File: config.mk
export PLATFORM = sky130hd
export DESIGN_NAME = sdhc_dp
export DESIGN_NICKNAME = d
export VERILOG_FILES = /design/src/rtl/sdhc_pkg.sv /design/src/rtl/sdhc_dp.sv
export VERILOG_INCLUDE_DIRS = /design/src /design/src/rtl
export SDC_FILE = /design/constraint.sdc
export NUM_CORES = 1
export LEC_CHECK = 0
export CORE_MARGIN = 2
export CORE_UTILIZATION = 50
export DETAILED_ROUTE_END_ITERATION = 16
export DONT_BUFFER_PORTS = 1
export GPL_ROUTABILITY_DRIVEN = 0
export SETUP_SLACK_MARGIN = 0.15
export SLEW_MARGIN = 20
export SYNTH_ARGS = -nofsm -noshare
export SYNTH_HDL_FRONTEND = slang
export SYNTH_SLANG_ARGS = --single-unit
File: constraint.sdc
create_clock -name clk_i -period 4.47 [get_ports clk_i]
set_input_delay 0 -clock clk_i [delete_from_list [all_inputs] [get_ports clk_i]]
set_output_delay 0 -clock clk_i [all_outputs]
set_load 0.02 [all_outputs]
File: src/rtl/sd_host_card_register_model_assert.svh
// ----------------------------------------------------------------------------
// sd host card register model assertion macros
// concurrent assertion wrappers, empty when synthesis is defined
// ----------------------------------------------------------------------------
`ifndef SD_HOST_CARD_REGISTER_MODEL_ASSERT_SVH
`define SD_HOST_CARD_REGISTER_MODEL_ASSERT_SVH

`ifndef SYNTHESIS

// property checked only outside reset
`define SDHC_ASSERT(lbl, prop) \
  lbl: assert property (@(posedge clk_i) disable iff (!rst_ni) prop) \
    else $error("sdhc assertion failed");

// property checked at every edge, reset included
`define SDHC_ASSERT_ALWAYS(lbl, prop) \
  lbl: assert property (@(posedge clk_i) prop) \
    else $error("sdhc assertion failed");

`else

`define SDHC_ASSERT(lbl, prop)
`define SDHC_ASSERT_ALWAYS(lbl, prop)

`endif

`endif

File: src/rtl/sdhc_pkg.sv
// ----------------------------------------------------------------------------
// sdhc_pkg
// shared types and constants of the sd host card register model
// ----------------------------------------------------------------------------
`timescale 1ns / 1ps

package sdhc_pkg;

  localparam int unsigned BLOCK_BYTES = 512;
  localparam int unsigned ADDR_W      = 41;

  localparam logic OPER_READ  = 1'b0;
  localparam logic OPER_WRITE = 1'b1;

  localparam logic [3:0] REG_PIN     = 4'd0;
  localparam logic [3:0] REG_STATUS  = 4'd1;
  localparam logic [3:0] REG_CONTROL = 4'd2;
  localparam logic [3:0] REG_ARG_LO  = 4'd3;
  localparam logic [3:0] REG_ARG_HI  = 4'd4;
  localparam logic [3:0] REG_FIFO    = 4'd5;
  localparam logic [3:0] REG_DATA    = 4'd6;
  localparam logic [3:0] REG_RESP0   = 4'd7;
  localparam logic [3:0] REG_RESP7   = 4'd14;

  localparam int unsigned EXEC_BIT        = 8;
  localparam int unsigned ST_CMD_DONE_BIT = 11;

  localparam logic [5:0] CMD_GO_IDLE     = 6'd0;
  localparam logic [5:0] CMD_ALL_CID     = 6'd2;
  localparam logic [5:0] CMD_REL_ADDR    = 6'd3;
  localparam logic [5:0] CMD_SELECT      = 6'd7;
  localparam logic [5:0] CMD_IF_COND     = 6'd8;
  localparam logic [5:0] CMD_SEND_CSD    = 6'd9;
  localparam logic [5:0] CMD_STOP        = 6'd12;
  localparam logic [5:0] CMD_READ_MULTI  = 6'd18;
  localparam logic [5:0] CMD_WRITE_MULTI = 6'd25;
  localparam logic [5:0] ACMD_OP_COND    = 6'd41;
  localparam logic [5:0] CMD_APP         = 6'd55;

  localparam logic [15:0] CARD_ADDR   = 16'h1234;
  localparam logic [15:0] ST_CMD_DONE = 16'h0800;
  localparam logic [15:0] ST_RSP_DONE = 16'h0200;
  localparam logic [15:0] FIFO_READ   = 16'h0001;
  localparam logic [15:0] FIFO_WRITE  = 16'h2000;
  localparam logic [15:0] PIN_LEVEL   = 16'hBFFF;
  localparam logic [15:0] CSD_WORD    = 16'h4000;

  typedef enum logic [1:0] {
    MODE_NOT_READY   = 2'd0,
    MODE_READY       = 2'd1,
    MODE_BLOCK_READ  = 2'd2,
    MODE_BLOCK_WRITE = 2'd3
  } card_mode_e;

  typedef enum logic [2:0] {
    ROP_NONE,
    ROP_READ,
    ROP_DATA_READ,
    ROP_STATUS_CLR,
    ROP_CTRL_WR,
    ROP_CTRL_EXEC,
    ROP_ARG_LO,
    ROP_ARG_HI
  } reg_op_e;

  typedef struct packed {
    logic    load;
    reg_op_e op;
  } dp_cmd_t;

endpackage

File: src/rtl/sdhc_dp.sv
// ----------------------------------------------------------------------------
// sdhc_dp
// register file, card command execution and stream address datapath
// ----------------------------------------------------------------------------
`timescale 1ns / 1ps
`include "sd_host_card_register_model_assert.svh"

module sdhc_dp #(
  parameter int unsigned BlockBytes = sdhc_pkg::BLOCK_BYTES
) (
  input  logic                        clk_i,
  input  logic                        rst_ni,
  input  sdhc_pkg::dp_cmd_t           cmd_i,
  input  logic [3:0]                  register_index_i,
  input  logic [15:0]                 write_data_i,
  input  logic [7:0]                  image_byte_i,
  output logic [15:0]                 read_data_o,
  output logic [sdhc_pkg::ADDR_W-1:0] next_image_address_o
);

  localparam int unsigned AW = sdhc_pkg::ADDR_W;

  sdhc_pkg::card_mode_e mode_q, mode_d;
  logic                 app_q, app_d;
  logic                 ready_q, ready_d;
  logic [15:0]          status_q, status_d;
  logic [15:0]          control_q, control_d;
  logic [15:0]          arg_lo_q, arg_lo_d;
  logic [15:0]          arg_hi_q, arg_hi_d;
  logic [15:0]          resp_q [8];
  logic [15:0]          resp_d [8];
  logic [AW-1:0]        start_addr_q, start_addr_d;
  logic [31:0]          byte_count_q, byte_count_d;
  logic [15:0]          read_data_q, read_data_d;
  logic [AW-1:0]        addr_q, addr_d;

  logic [AW-1:0]        arg_addr;
  logic [15:0]          r1_hi;
  logic [2:0]           resp_idx;
  logic                 new_sector;

  // block start address from the 32-bit argument
  assign arg_addr = AW'({arg_hi_q, arg_lo_q}) * AW'(BlockBytes);
  assign r1_hi    = {ready_q, 15'h4000};
  assign resp_idx = 3'(register_index_i - sdhc_pkg::REG_RESP0);

  always_comb begin
    mode_d       = mode_q;
    app_d        = app_q;
    ready_d      = ready_q;
    status_d     = status_q;
    control_d    = control_q;
    arg_lo_d     = arg_lo_q;
    arg_hi_d     = arg_hi_q;
    resp_d       = resp_q;
    start_addr_d = start_addr_q;
    byte_count_d = byte_count_q;
    new_sector   = 1'b0;
    read_data_d  = '0;

    if (cmd_i.load) begin
      unique case (cmd_i.op)
        sdhc_pkg::ROP_STATUS_CLR: status_d = status_q & ~write_data_i;
        sdhc_pkg::ROP_CTRL_WR:    control_d = write_data_i;
        sdhc_pkg::ROP_ARG_LO:     arg_lo_d = write_data_i;
        sdhc_pkg::ROP_ARG_HI:     arg_hi_d = write_data_i;
        sdhc_pkg::ROP_DATA_READ: begin
          read_data_d  = {8'h00, image_byte_i};
          byte_count_d = byte_count_q + 32'd1;
        end
        sdhc_pkg::ROP_READ: begin
          case (register_index_i) inside
            sdhc_pkg::REG_PIN:     read_data_d = sdhc_pkg::PIN_LEVEL;
            sdhc_pkg::REG_STATUS:  read_data_d = status_q;
            sdhc_pkg::REG_CONTROL: read_data_d = control_q;
            sdhc_pkg::REG_ARG_LO:  read_data_d = arg_lo_q;
            sdhc_pkg::REG_ARG_HI:  read_data_d = arg_hi_q;
            sdhc_pkg::REG_FIFO: begin
              case (mode_q)
                sdhc_pkg::MODE_BLOCK_READ:  read_data_d = sdhc_pkg::FIFO_READ;
                sdhc_pkg::MODE_BLOCK_WRITE: read_data_d = sdhc_pkg::FIFO_WRITE;
                default:                    read_data_d = '0;
              endcase
            end
            [sdhc_pkg::REG_RESP0:sdhc_pkg::REG_RESP7]: read_data_d = resp_q[resp_idx];
            default: read_data_d = '0;
          endcase
        end
        sdhc_pkg::ROP_CTRL_EXEC: begin
          control_d = write_data_i;
          status_d  = sdhc_pkg::ST_CMD_DONE;
          unique case (write_data_i[5:0])
            sdhc_pkg::CMD_GO_IDLE: begin
              mode_d  = sdhc_pkg::MODE_NOT_READY;
              app_d   = 1'b0;
              ready_d = 1'b0;
            end
            sdhc_pkg::CMD_ALL_CID, sdhc_pkg::CMD_SEND_CSD: begin
              for (int i = 0; i < 8; i++) begin
                resp_d[i] = '0;
              end
              resp_d[1] = (write_data_i[5:0] == sdhc_pkg::CMD_SEND_CSD) ?
                          sdhc_pkg::CSD_WORD : 16'h0000;
              status_d  = sdhc_pkg::ST_CMD_DONE | sdhc_pkg::ST_RSP_DONE;
            end
            sdhc_pkg::CMD_REL_ADDR: begin
              resp_d[0] = '0;
              resp_d[1] = sdhc_pkg::CARD_ADDR;
              status_d  = sdhc_pkg::ST_CMD_DONE | sdhc_pkg::ST_RSP_DONE;
            end
            sdhc_pkg::CMD_SELECT: begin
              resp_d[0] = '0;
              resp_d[1] = r1_hi;
              status_d  = sdhc_pkg::ST_CMD_DONE | sdhc_pkg::ST_RSP_DONE;
            end
            sdhc_pkg::CMD_IF_COND: begin
              resp_d[0] = '0;
              resp_d[1] = r1_hi;
              status_d  = sdhc_pkg::ST_CMD_DONE | sdhc_pkg::ST_RSP_DONE;
              mode_d    = sdhc_pkg::MODE_READY;
              ready_d   = 1'b1;
            end
            sdhc_pkg::CMD_STOP: begin
              mode_d    = sdhc_pkg::MODE_READY;
              resp_d[0] = '0;
              resp_d[1] = r1_hi;
              status_d  = sdhc_pkg::ST_CMD_DONE | sdhc_pkg::ST_RSP_DONE;
            end
            sdhc_pkg::CMD_READ_MULTI, sdhc_pkg::CMD_WRITE_MULTI: begin
              mode_d       = (write_data_i[5:0] == sdhc_pkg::CMD_READ_MULTI) ?
                             sdhc_pkg::MODE_BLOCK_READ : sdhc_pkg::MODE_BLOCK_WRITE;
              start_addr_d = arg_addr;
              byte_count_d = '0;
              new_sector   = 1'b1;
              resp_d[0]    = '0;
              resp_d[1]    = r1_hi;
              status_d     = sdhc_pkg::ST_CMD_DONE | sdhc_pkg::ST_RSP_DONE;
            end
            sdhc_pkg::CMD_APP: begin
              app_d     = 1'b1;
              resp_d[0] = '0;
              resp_d[1] = r1_hi;
              status_d  = sdhc_pkg::ST_CMD_DONE | sdhc_pkg::ST_RSP_DONE;
            end
            sdhc_pkg::ACMD_OP_COND: begin
              if (app_q) begin
                resp_d[0] = '0;
                resp_d[1] = r1_hi;
                status_d  = sdhc_pkg::ST_CMD_DONE | sdhc_pkg::ST_RSP_DONE;
              end
            end
            default: status_d = sdhc_pkg::ST_CMD_DONE;
          endcase
        end
        default: read_data_d = '0;
      endcase
    end

    // stream address after this access
    addr_d = new_sector ? arg_addr : start_addr_q + AW'(byte_count_d);
  end

  always_ff @(posedge clk_i or negedge rst_ni) begin
    if (!rst_ni) begin
      mode_q       <= sdhc_pkg::MODE_NOT_READY;
      app_q        <= 1'b0;
      ready_q      <= 1'b0;
      status_q     <= '0;
      control_q    <= '0;
      arg_lo_q     <= '0;
      arg_hi_q     <= '0;
      resp_q       <= '{default: '0};
      start_addr_q <= '0;
      byte_count_q <= '0;
    end else begin
      mode_q       <= mode_d;
      app_q        <= app_d;
      ready_q      <= ready_d;
      status_q     <= status_d;
      control_q    <= control_d;
      arg_lo_q     <= arg_lo_d;
      arg_hi_q     <= arg_hi_d;
      resp_q       <= resp_d;
      start_addr_q <= start_addr_d;
      byte_count_q <= byte_count_d;
    end
  end

  // result register
  always_ff @(posedge clk_i) begin
    if (cmd_i.load) begin
      read_data_q <= read_data_d;
      addr_q      <= addr_d;
    end
  end

  assign read_data_o          = read_data_q;
  assign next_image_address_o = addr_q;

  `SDHC_ASSERT(a_exec_sets_cmd_done, cmd_i.load && cmd_i.op == sdhc_pkg::ROP_CTRL_EXEC |=> status_q[sdhc_pkg::ST_CMD_DONE_BIT])
  `SDHC_ASSERT(a_data_read_counts, cmd_i.load && cmd_i.op == sdhc_pkg::ROP_DATA_READ |=> byte_count_q == $past(byte_count_q) + 32'd1)
  `SDHC_ASSERT(a_idle_status_stable, !cmd_i.load |=> $stable(status_q))

endmodule

==> results by stage, run 1 <==
Floorplan:
- The starting density of the core is 50.6%.
- The die is 147 um wide.
- In this run the standard cell core region covers a little over 20000 um2.
- The I/O pin total is 91.
- The number of cell rows is 52.
- The die area is 21500 um2.
- Measured along the y axis, the die boundary spans around 150 um.

Route:
- The post-detailed-routing wire length is around 27000 um.
- In the routed design, unresolved DRC markers number 0.
- Detailed routing inserted a total of 8126 vias.
- The detail route stage leaves a number of antenna-violating nets equal to 0.
- The via count normalized by instance count is 6.08.
- Before antenna repair, the detailed router went through 8 iterations.
- The per-cell routed wire length is 20.5 um.
- The DRC violation total after the first TritonRoute iteration is roughly 600.

Yosys:
- In the post-synthesis netlist, the biggest area contributors are dfrtp_1 (33%), edfxtp_1 (17%), nand2_1 (6.3%), mux2_2 (5.7%), o21ai_0 (4.7%).
- The portion of the post-synthesis area used by sequential elements is 50.1%.
- Synthesis produced a netlist with a net count of 1104.
- The synthesized netlist occupies a cell area of 10200 um2.
- Counting flops with an async set or reset pin after synthesis yields a share of 70.3%.
- The share of synthesized area in the top cell type comes to 33.2%.
- The post-synthesis area per instance is 9.76 um2.
- During synthesis, Yosys emitted a total of 0 warnings.
- The count of flip-flops with a built-in enable after synthesis is 57.
- The synthesis-stage register bit count is ~190.
- The biggest area contributor in the post-synthesis netlist is dfrtp_1.
- The most used flip-flop cell after synthesis is dfrtp_1.
- The cell count after synthesis is 1041.
- The count of distinct cell types in the synthesized netlist is 70.

Finish:
- The net count of the finished layout is 1115.
- After routing the design area is 11500 um2.
- Of the cells placed in the final design, the portion with a size suffix greater than 1 is 12.0%.
- The core utilization of the finished layout is a little under three fifths.
- The area growth from synthesis to layout is 12.7%.

Hold path:
- The path class of the tightest hold or removal check is in -> reg.

Place:
- The placed standard-cell area is 10400 um2.
- The wire-length estimate of the detail-placed layout is 18400 um.
- In this run the tool buffered the top-level ports with 0 buffer cells.

Power:
- The power density over the cells is 367 nW/um2.
- For this design the static power due to leakage is 4.86 nW.
- Across the VDD grid, the largest voltage drop is 287 uV.

CTS:
- No sink is reached through more buffers than the 2 on the longest clock path.
- The clock network latency to the later pin of the worst-skew pair is 0.45 ns.
- The total clock sinks is around 190.
- The number of buffers created by CTS is 17.
- The clock tree from TritonCTS is built.
- After clock tree synthesis, the clock-pin slew on the worst setup and hold paths is ~0.090 ns.
- Clock tree synthesis selected as its root buffer the cell clkbuf_16.
- CTS built an H-tree with a depth of 4.

Global route:
- The global-route total usage across every layer is 26.0%.
- The via count of the first global-routing pass is 7815.
- For this run the aggregate overflow at the end of global routing stands at 0.
- The initial antenna violation count is 1.
- Entering global routing, the biggest net connects 136 pins.
- The first global-routing pass estimated 43600 um of wire.

Timing:
- Setup violations remaining at the end of the flow were counted as 0.
- The worst path uses 92.3% of the clock period.
- For the final routed database, the setup TNS stands at 0 ns.
- The shortest clock period the worst path allows after layout is 4.13 ns.
- Measured against its own limit, the worst slew margin works out to 33.6%.
- For this run, the top clock speed supported by timing is about 240 MHz.
- The number of pins exceeding their max-slew limit in the final report is 0.
- The clock arrives with 0.0172 ns of skew.
- Setup repair after global routing could not meet its margin everywhere.
- The number of hold-slack violations in the final timing report was 0.
- The pin slew with the least headroom to its limit is 0.991 ns.

Critical path:
- Along the worst path, the maximum fanout reaches 9.
- For this run, the slowest stage of the critical path takes 0.60 ns.
- The critical path startpoint category is a flip-flop.
- The slowest stage of the critical path is the or4_4 cell.
- The path type of the worst setup path is reg -> reg.
- Data on the critical path arrives at its endpoint at ~4.3 ns.
- The required time of the critical path is 4.64 ns.
- The category of the worst setup path capture point is a flip-flop.
- Walking the worst path, the cells encountered are nand4_2 > or4_4 > nor3_4 > nand2_1 > o21ai_0 > ha_1 > and4_1 > a221oi_1 > or3_1 > nand3_1 > buf_4 > a31oi_1 > a41oi_1.

Status:
- The run finished with clean final reports.

Flow run:
- The number of maximum-capacitance constraint violations is 0.
-- path summary, 6_finish.rpt --
kind | from | to | cells past startpoint | slack, ns
setup reg to reg | byte_count_q[9] | next_image_address_o[38] | 13 | 0.34
min in group asynchronous | rst_ni | start_addr_q[22] | 2 | 0.18
setup / recovery | byte_count_q[9] | next_image_address_o[38] | 13 | 0.34
hold / removal | cmd_i[1] | status_q[6] | 3 | 0.02
max in group asynchronous | rst_ni | start_addr_q[39] | 2 | 3.69
hold reg to reg | start_addr_q[14] | start_addr_q[14] | 2 | 0.48
-- sequential cells by signal, summed over array words and instances, names as in the netlist, 2 cells and up --
name	count
start_addr_q	32
resp_q	3
byte_count_q	32
next_image_address_o	41
control_q	16
mode_q	2
arg_hi_q	16
arg_lo_q	16
status_q	16
read_data_o	16
-- final cells by class --
class,count,area [um2]
diodes,1,2.50
clock buffers,18,450
clock inverters,14,193
fillers,1786,8650
inverters,16,60.1
multi-input cells,773,4810
flip-flops and latches,192,5090
well taps,270,338
repair buffers,52,510
-- metrics by stage --
step	setup WS [ns]	instances	hold slack [ns]	power (W)
2_1_floorplan	0.569	1041	-0.296	0.00244
3_3_place_gp	0.257	1264	-0.289	0.00252
3_5_place_dp	0.253	1264	-0.289	0.00253
4_1_cts	0.238	1330	0.00833	0.00423
5_1_grt	0.122	1336	0.0496	0.00437
6_report	0.343	1336	0.0182	0.00421
-- power by group --
group          leakage [nW]  switching [W]  total (W)  internal [W]
Clock                 0.313       0.000814    0.00163      0.000811
Sequential             2.33       0.000185    0.00217       0.00199
Combinational          2.21       0.000217   0.000407      0.000191
Total                  4.86        0.00122    0.00421       0.00299
-- timing repair --
action	in CTS	in global routing
endpoints found under the setup margin	0	14
hold endpoints to repair	285	0
hold buffers	34	0
resized for setup	0	14
setup buffers	0	5
-- Yosys cell counts (all sizes together), types with 7 or more instances --
cell / count
a22o: 15
a21oi: 67
o21ai: 105
a221oi: 8
ha: 28
clkbuf: 47
dfrtp: 135
nand2: 170
and3: 9
a21o: 11
nand2b: 11
edfxtp: 57
nor3: 13
xor2: 7
or3: 7
nor2: 64
o21a: 13
o211ai: 8
inv: 16
nand4: 20
buf: 13
o31ai: 12
a31oi: 24
and2: 7
mux2: 51
nand3: 33
nor2b: 12
-- metal layers --
metal,GRT usage [%],up-vias,routed length (um)
met5,0,-,0
met4,9.56,0,760
met3,4.63,40,1270
met2,41.5,235,12900
met1,36.0,3988,12400
li1,-,3863,-
-- worst max-delay path: cells and delay by family (launching register included) --
family | cells | cell delay [ns]
compound gates | 4 | 0.99
fa+ha+maj | 1 | 0.41
buf+inv | 1 | 0.21
flops | 1 | 0.43
simple gates | 7 | 1.80
-- layout by cell type, fill, tap and decap left out, types with 12 or more instances in the layout --
| cell | n |
|---|---|
| ha_1 | 25 |
| o31ai_1 | 12 |
| nor2_1 | 62 |
| o21a_1 | 13 |
| a31oi_1 | 24 |
| nor2b_1 | 12 |
| o21ai_0 | 90 |
| dlygate4sd3_1 | 32 |
| buf_4 | 18 |
| mux2_2 | 51 |
| dfrtp_1 | 135 |
| nand3_1 | 32 |
| a21oi_1 | 65 |
| a22o_1 | 15 |
| o21ai_1 | 12 |
| nand2_1 | 170 |
| inv_1 | 16 |
| edfxtp_1 | 57 |
| nand4_1 | 19 |
| clkbuf_16 | 18 |
-- kinds of logic after synthesis --
logic type | synth area share (%)
AOI/OAI and AO/OA | 19.0
xor gates and xnor gates | 1.03
adders and majority gates | 3.64
buffers and inverters | 3.00
DFF | 50.1
muxes | 5.75
and+or+nand+nor | 17.5
No activity file was read; power rests on OpenSTA's default activity.
==> run 2, diff against run 1 <==
- clock period: 4.47 -> 3.9 ns (I/O delays scaled with it)
==> run 2 against run 1 <==
  * Register-to-register slack worse by 0.19 ns
  * First-iteration DRC count up 2.4%
  * Cell count up 5.5%
  * Final area up 7.5%
  * Fmax up 10%
  * Largest power group unchanged
  * Global-route usage up 1.3 points
  * Setup slack worse by 0.19 ns
  * Sequential power up 14%
==> results by stage, run 2 (synthesized netlist as in run 1, its figures left out) <==
Floorplan:
- The I/O pin total is between 90 and 100.
- The initial utilization of the core area, before any placement, comes to 50.6%.
- The floorplan die height is 147 um.
- The die is ~150 um wide.
- The floorplan has 52 rows.
- The region available for standard cell placement spans 20100 um2.
- The die covers 21500 um2.

Finish:
- The antenna cell count is 0.
- Measured on the finished design, the core utilization comes to between 60% and 70%.
- The net count reported at finish is 1190.
- The area growth from synthesis to layout is 21.1%.
- The register with the most flip-flops in the layout has 41 of them.
- Cells with a size suffix above 1 make up 22.2% of the layout.
- The library cells used most frequently in the layout, excluding fill and tap cells, are nand2_1 (166), dfrtp_1 (135), buf_4 (86), o21ai_0 (73), a21oi_1 (59).
- The final design area excluding fillers is ~12000 um2.
- Leaving out fill and tap cells, the most frequent cell in the layout is nand2_1.

Timing:
- The final setup violation count is 0.
- Setup repair after global routing could not meet its margin everywhere.
- The maximum frequency from static timing analysis is around 270 MHz.
- The post-route fraction of the period consumed by the critical path is between 90% and 100%.
- Across the routed clock network, the largest skew measured is 0.0190 ns.
- The worst slew margin relative to its limit is 30.1%.
- The pin slew with the least headroom to its limit is 1.04 ns.
- The number of pins exceeding their max-slew limit in the final report is 0.
- The shortest clock period the worst path allows after layout is 3.75 ns.
- The number of hold-slack violations in the final timing report is 0.

Route:
- The final route contains around 8500 vias.
- The count of TritonRoute iterations in the first routing pass is 5.
- The post-detailed-routing wire length is 29600 um.
- The via count normalized by instance count is 6.05.
- In the routed design, unresolved DRC markers number 0.
- The post-route antenna net violation count is 0.
- The per-cell routed wire length is around 21 um.
- The first routing iteration left 601 violations.

CTS:
- The register clock-pin slew on the reported worst setup and hold paths is 0.08 ns.
- The clock root buffer master is clkbuf_16.
- TritonCTS built the clock tree.
- The total clock sinks is 192.
- The CTS H-tree depth is 4.
- The maximum buffer depth of the clock tree is 2.
- The clock reaches the later pin of the worst-skew pair after 0.45 ns.
- Buffers inserted during clock tree synthesis total 17.

Power:
- The power density over the cells is around 390 nW/um2.
- The internal power of the cells is between 0.003 and 0.004 W.
- Of the total power, combinational logic draws 12.2%.
- In this run, flip-flops and latches consume 52.1% of the power.
- The power consumption is 0.00476 W.
- The worst-case vdd ir drop is 295 uV.
- The part of the power in the clock network is 35.7%.
- In this run switching power makes up between 20% and 30% of total power.
- The reported leakage power is 5.26 nW.
- For this design the total switching power over the nets is 0.00136 W.

Critical path:
- The slowest cell on the critical path is or4_4.
- The largest driver fanout on the critical path is 4.
- The worst setup path is captured at a flip-flop.
- The critical path startpoint category is a flip-flop.
- STA puts the critical path data arrival time at 3.95 ns.
- The number of buffers and inverters on the critical path is 0.
- The path type of the worst setup path is reg -> reg.
- By instance count, the cell type seen most on the critical path is o21ai_1.
- The longest individual stage delay on the worst path is 0.56 ns.
- At the worst endpoint, the required time is 4.11 ns.
- The kind of cell with the highest combined delay on the critical path is simple AND/OR/NAND/NOR gates.
- Walking the worst path, the cells encountered are nand4_4 > or4_4 > nor3_4 > and3_4 > a31oi_1 > o21ai_1 > o21ai_2 > ha_4 > and4_4 > nand3_1 > nor4_1 > o21ai_1 > nand3_4 > nand3_2 > mux2_4.

Global route:
- Entering global routing, the biggest net connects 136 pins.
- The first global-routing pass estimated between 40000 and 50000 um of wire.
- The via count of the first global-routing pass is 8211.
- For this run, the total global-route usage over all layers was measured as a little over a quarter.
- The total overflow left after global routing is 0.
- The initial antenna violation count was 0.

Place:
- The HPWL after detailed placement is 19600 um.
- The number of port buffers is 0.
- The placed standard-cell area is 10800 um2.

Flow run:
- The number of maximum-capacitance constraint violations is 0.

Hold path:
- The tightest min-delay check is of the in -> reg type.

Status:
- The run finished with clean final reports.
==> run 2: changes by cell type in the layout (fill, tap and decap cells not counted), sizes merged <==
cell          before  now
buf               20   95
clkbuf            18   19
clkinv             5    3
clkinvlp           0    2
diode              1    0
dlygate4sd3       32   31
dlymetal6s4s       0    1
inv               25   24
==> run 2: metrics by stage <==
step,std cells,setup TNS [ns],setup WS (ns),hold WS (ns)
6_report,1410,0,0.154,0.00708
5_1_grt,1410,-0.00542,-0.00542,0.0269
4_1_cts,1397,0,0.142,0.00362
3_5_place_dp,1317,-0.0871,-0.0519,-0.289
3_3_place_gp,1317,-0.0634,-0.0396,-0.289
2_1_floorplan,1041,0,0.150,-0.296
==> run 2: what timing repair did <==
item | 4_1_cts | 5_1_grt
endpoints found under the hold margin | 288 | 0
pin swaps | 23 | 36
endpoints found under the setup margin | 18 | 23
resized for setup | 33 | 70
hold buffers | 34 | 0
gates cloned | 0 | 0
setup buffers | 14 | 13
==> run 2: metal layers <==
layer	GRT usage, %	routed length, um	vias to the layer above
met1	37.0	13000	4243
met2	45.4	14500	232
met4	7.82	699	0
li1	-	-	4014
met3	5.09	1400	41
met5	0	0	-
==> run 2: worst register-to-register path: stages, from the launching register on <==
cell and delay (ns):
dfrtp_1 0.40, nand4_4 0.13, or4_4 0.56, nor3_4 0.25, and3_4 0.22, a31oi_1 0.10, o21ai_1 0.18, o21ai_2 0.11
ha_4 0.30, and4_4 0.22, nand3_1 0.13, nor4_1 0.19, o21ai_1 0.19, nand3_4 0.13, nand3_2 0.09, mux2_4 0.31
==> run 2: path summary, 6_finish.rpt <==
check	from	end	slack, ns	cells after the start
setup / recovery	byte_count_q[11]	next_image_address_o[40]	0.15	15
hold / removal	cmd_i[2]	status_q[9]	0.007	5
setup reg to reg	byte_count_q[11]	next_image_address_o[40]	0.15	15
hold reg to reg	start_addr_q[19]	start_addr_q[19]	0.48	2
max in group asynchronous	rst_ni	status_q[14]	3.08	2
min in group asynchronous	rst_ni	start_addr_q[26]	0.14	2
==> run 2: area by class of cell <==
cell class / instances / area (um2)
fill: 1681 / 7800
multi-input combinational: 773 / 5150
sequential: 192 / 5090
timing repair buffer: 127 / 1110
clock buffer: 19 / 433
tap: 270 / 338
clock inverter: 13 / 119
inverter: 16 / 60.1
==> run 2: power groups by stage <==
stage / clock (W) / sequential, W / combinational, W
finish: 0.00170 / 0.00248 / 0.000579
global route: 0.00179 / 0.00251 / 0.000634
CTS: 0.00172 / 0.00248 / 0.000548
detailed placement: 0 / 0.00252 / 0.000444
global placement: 0 / 0.00251 / 0.000434
floorplan: 0 / 0.00247 / 0.000326
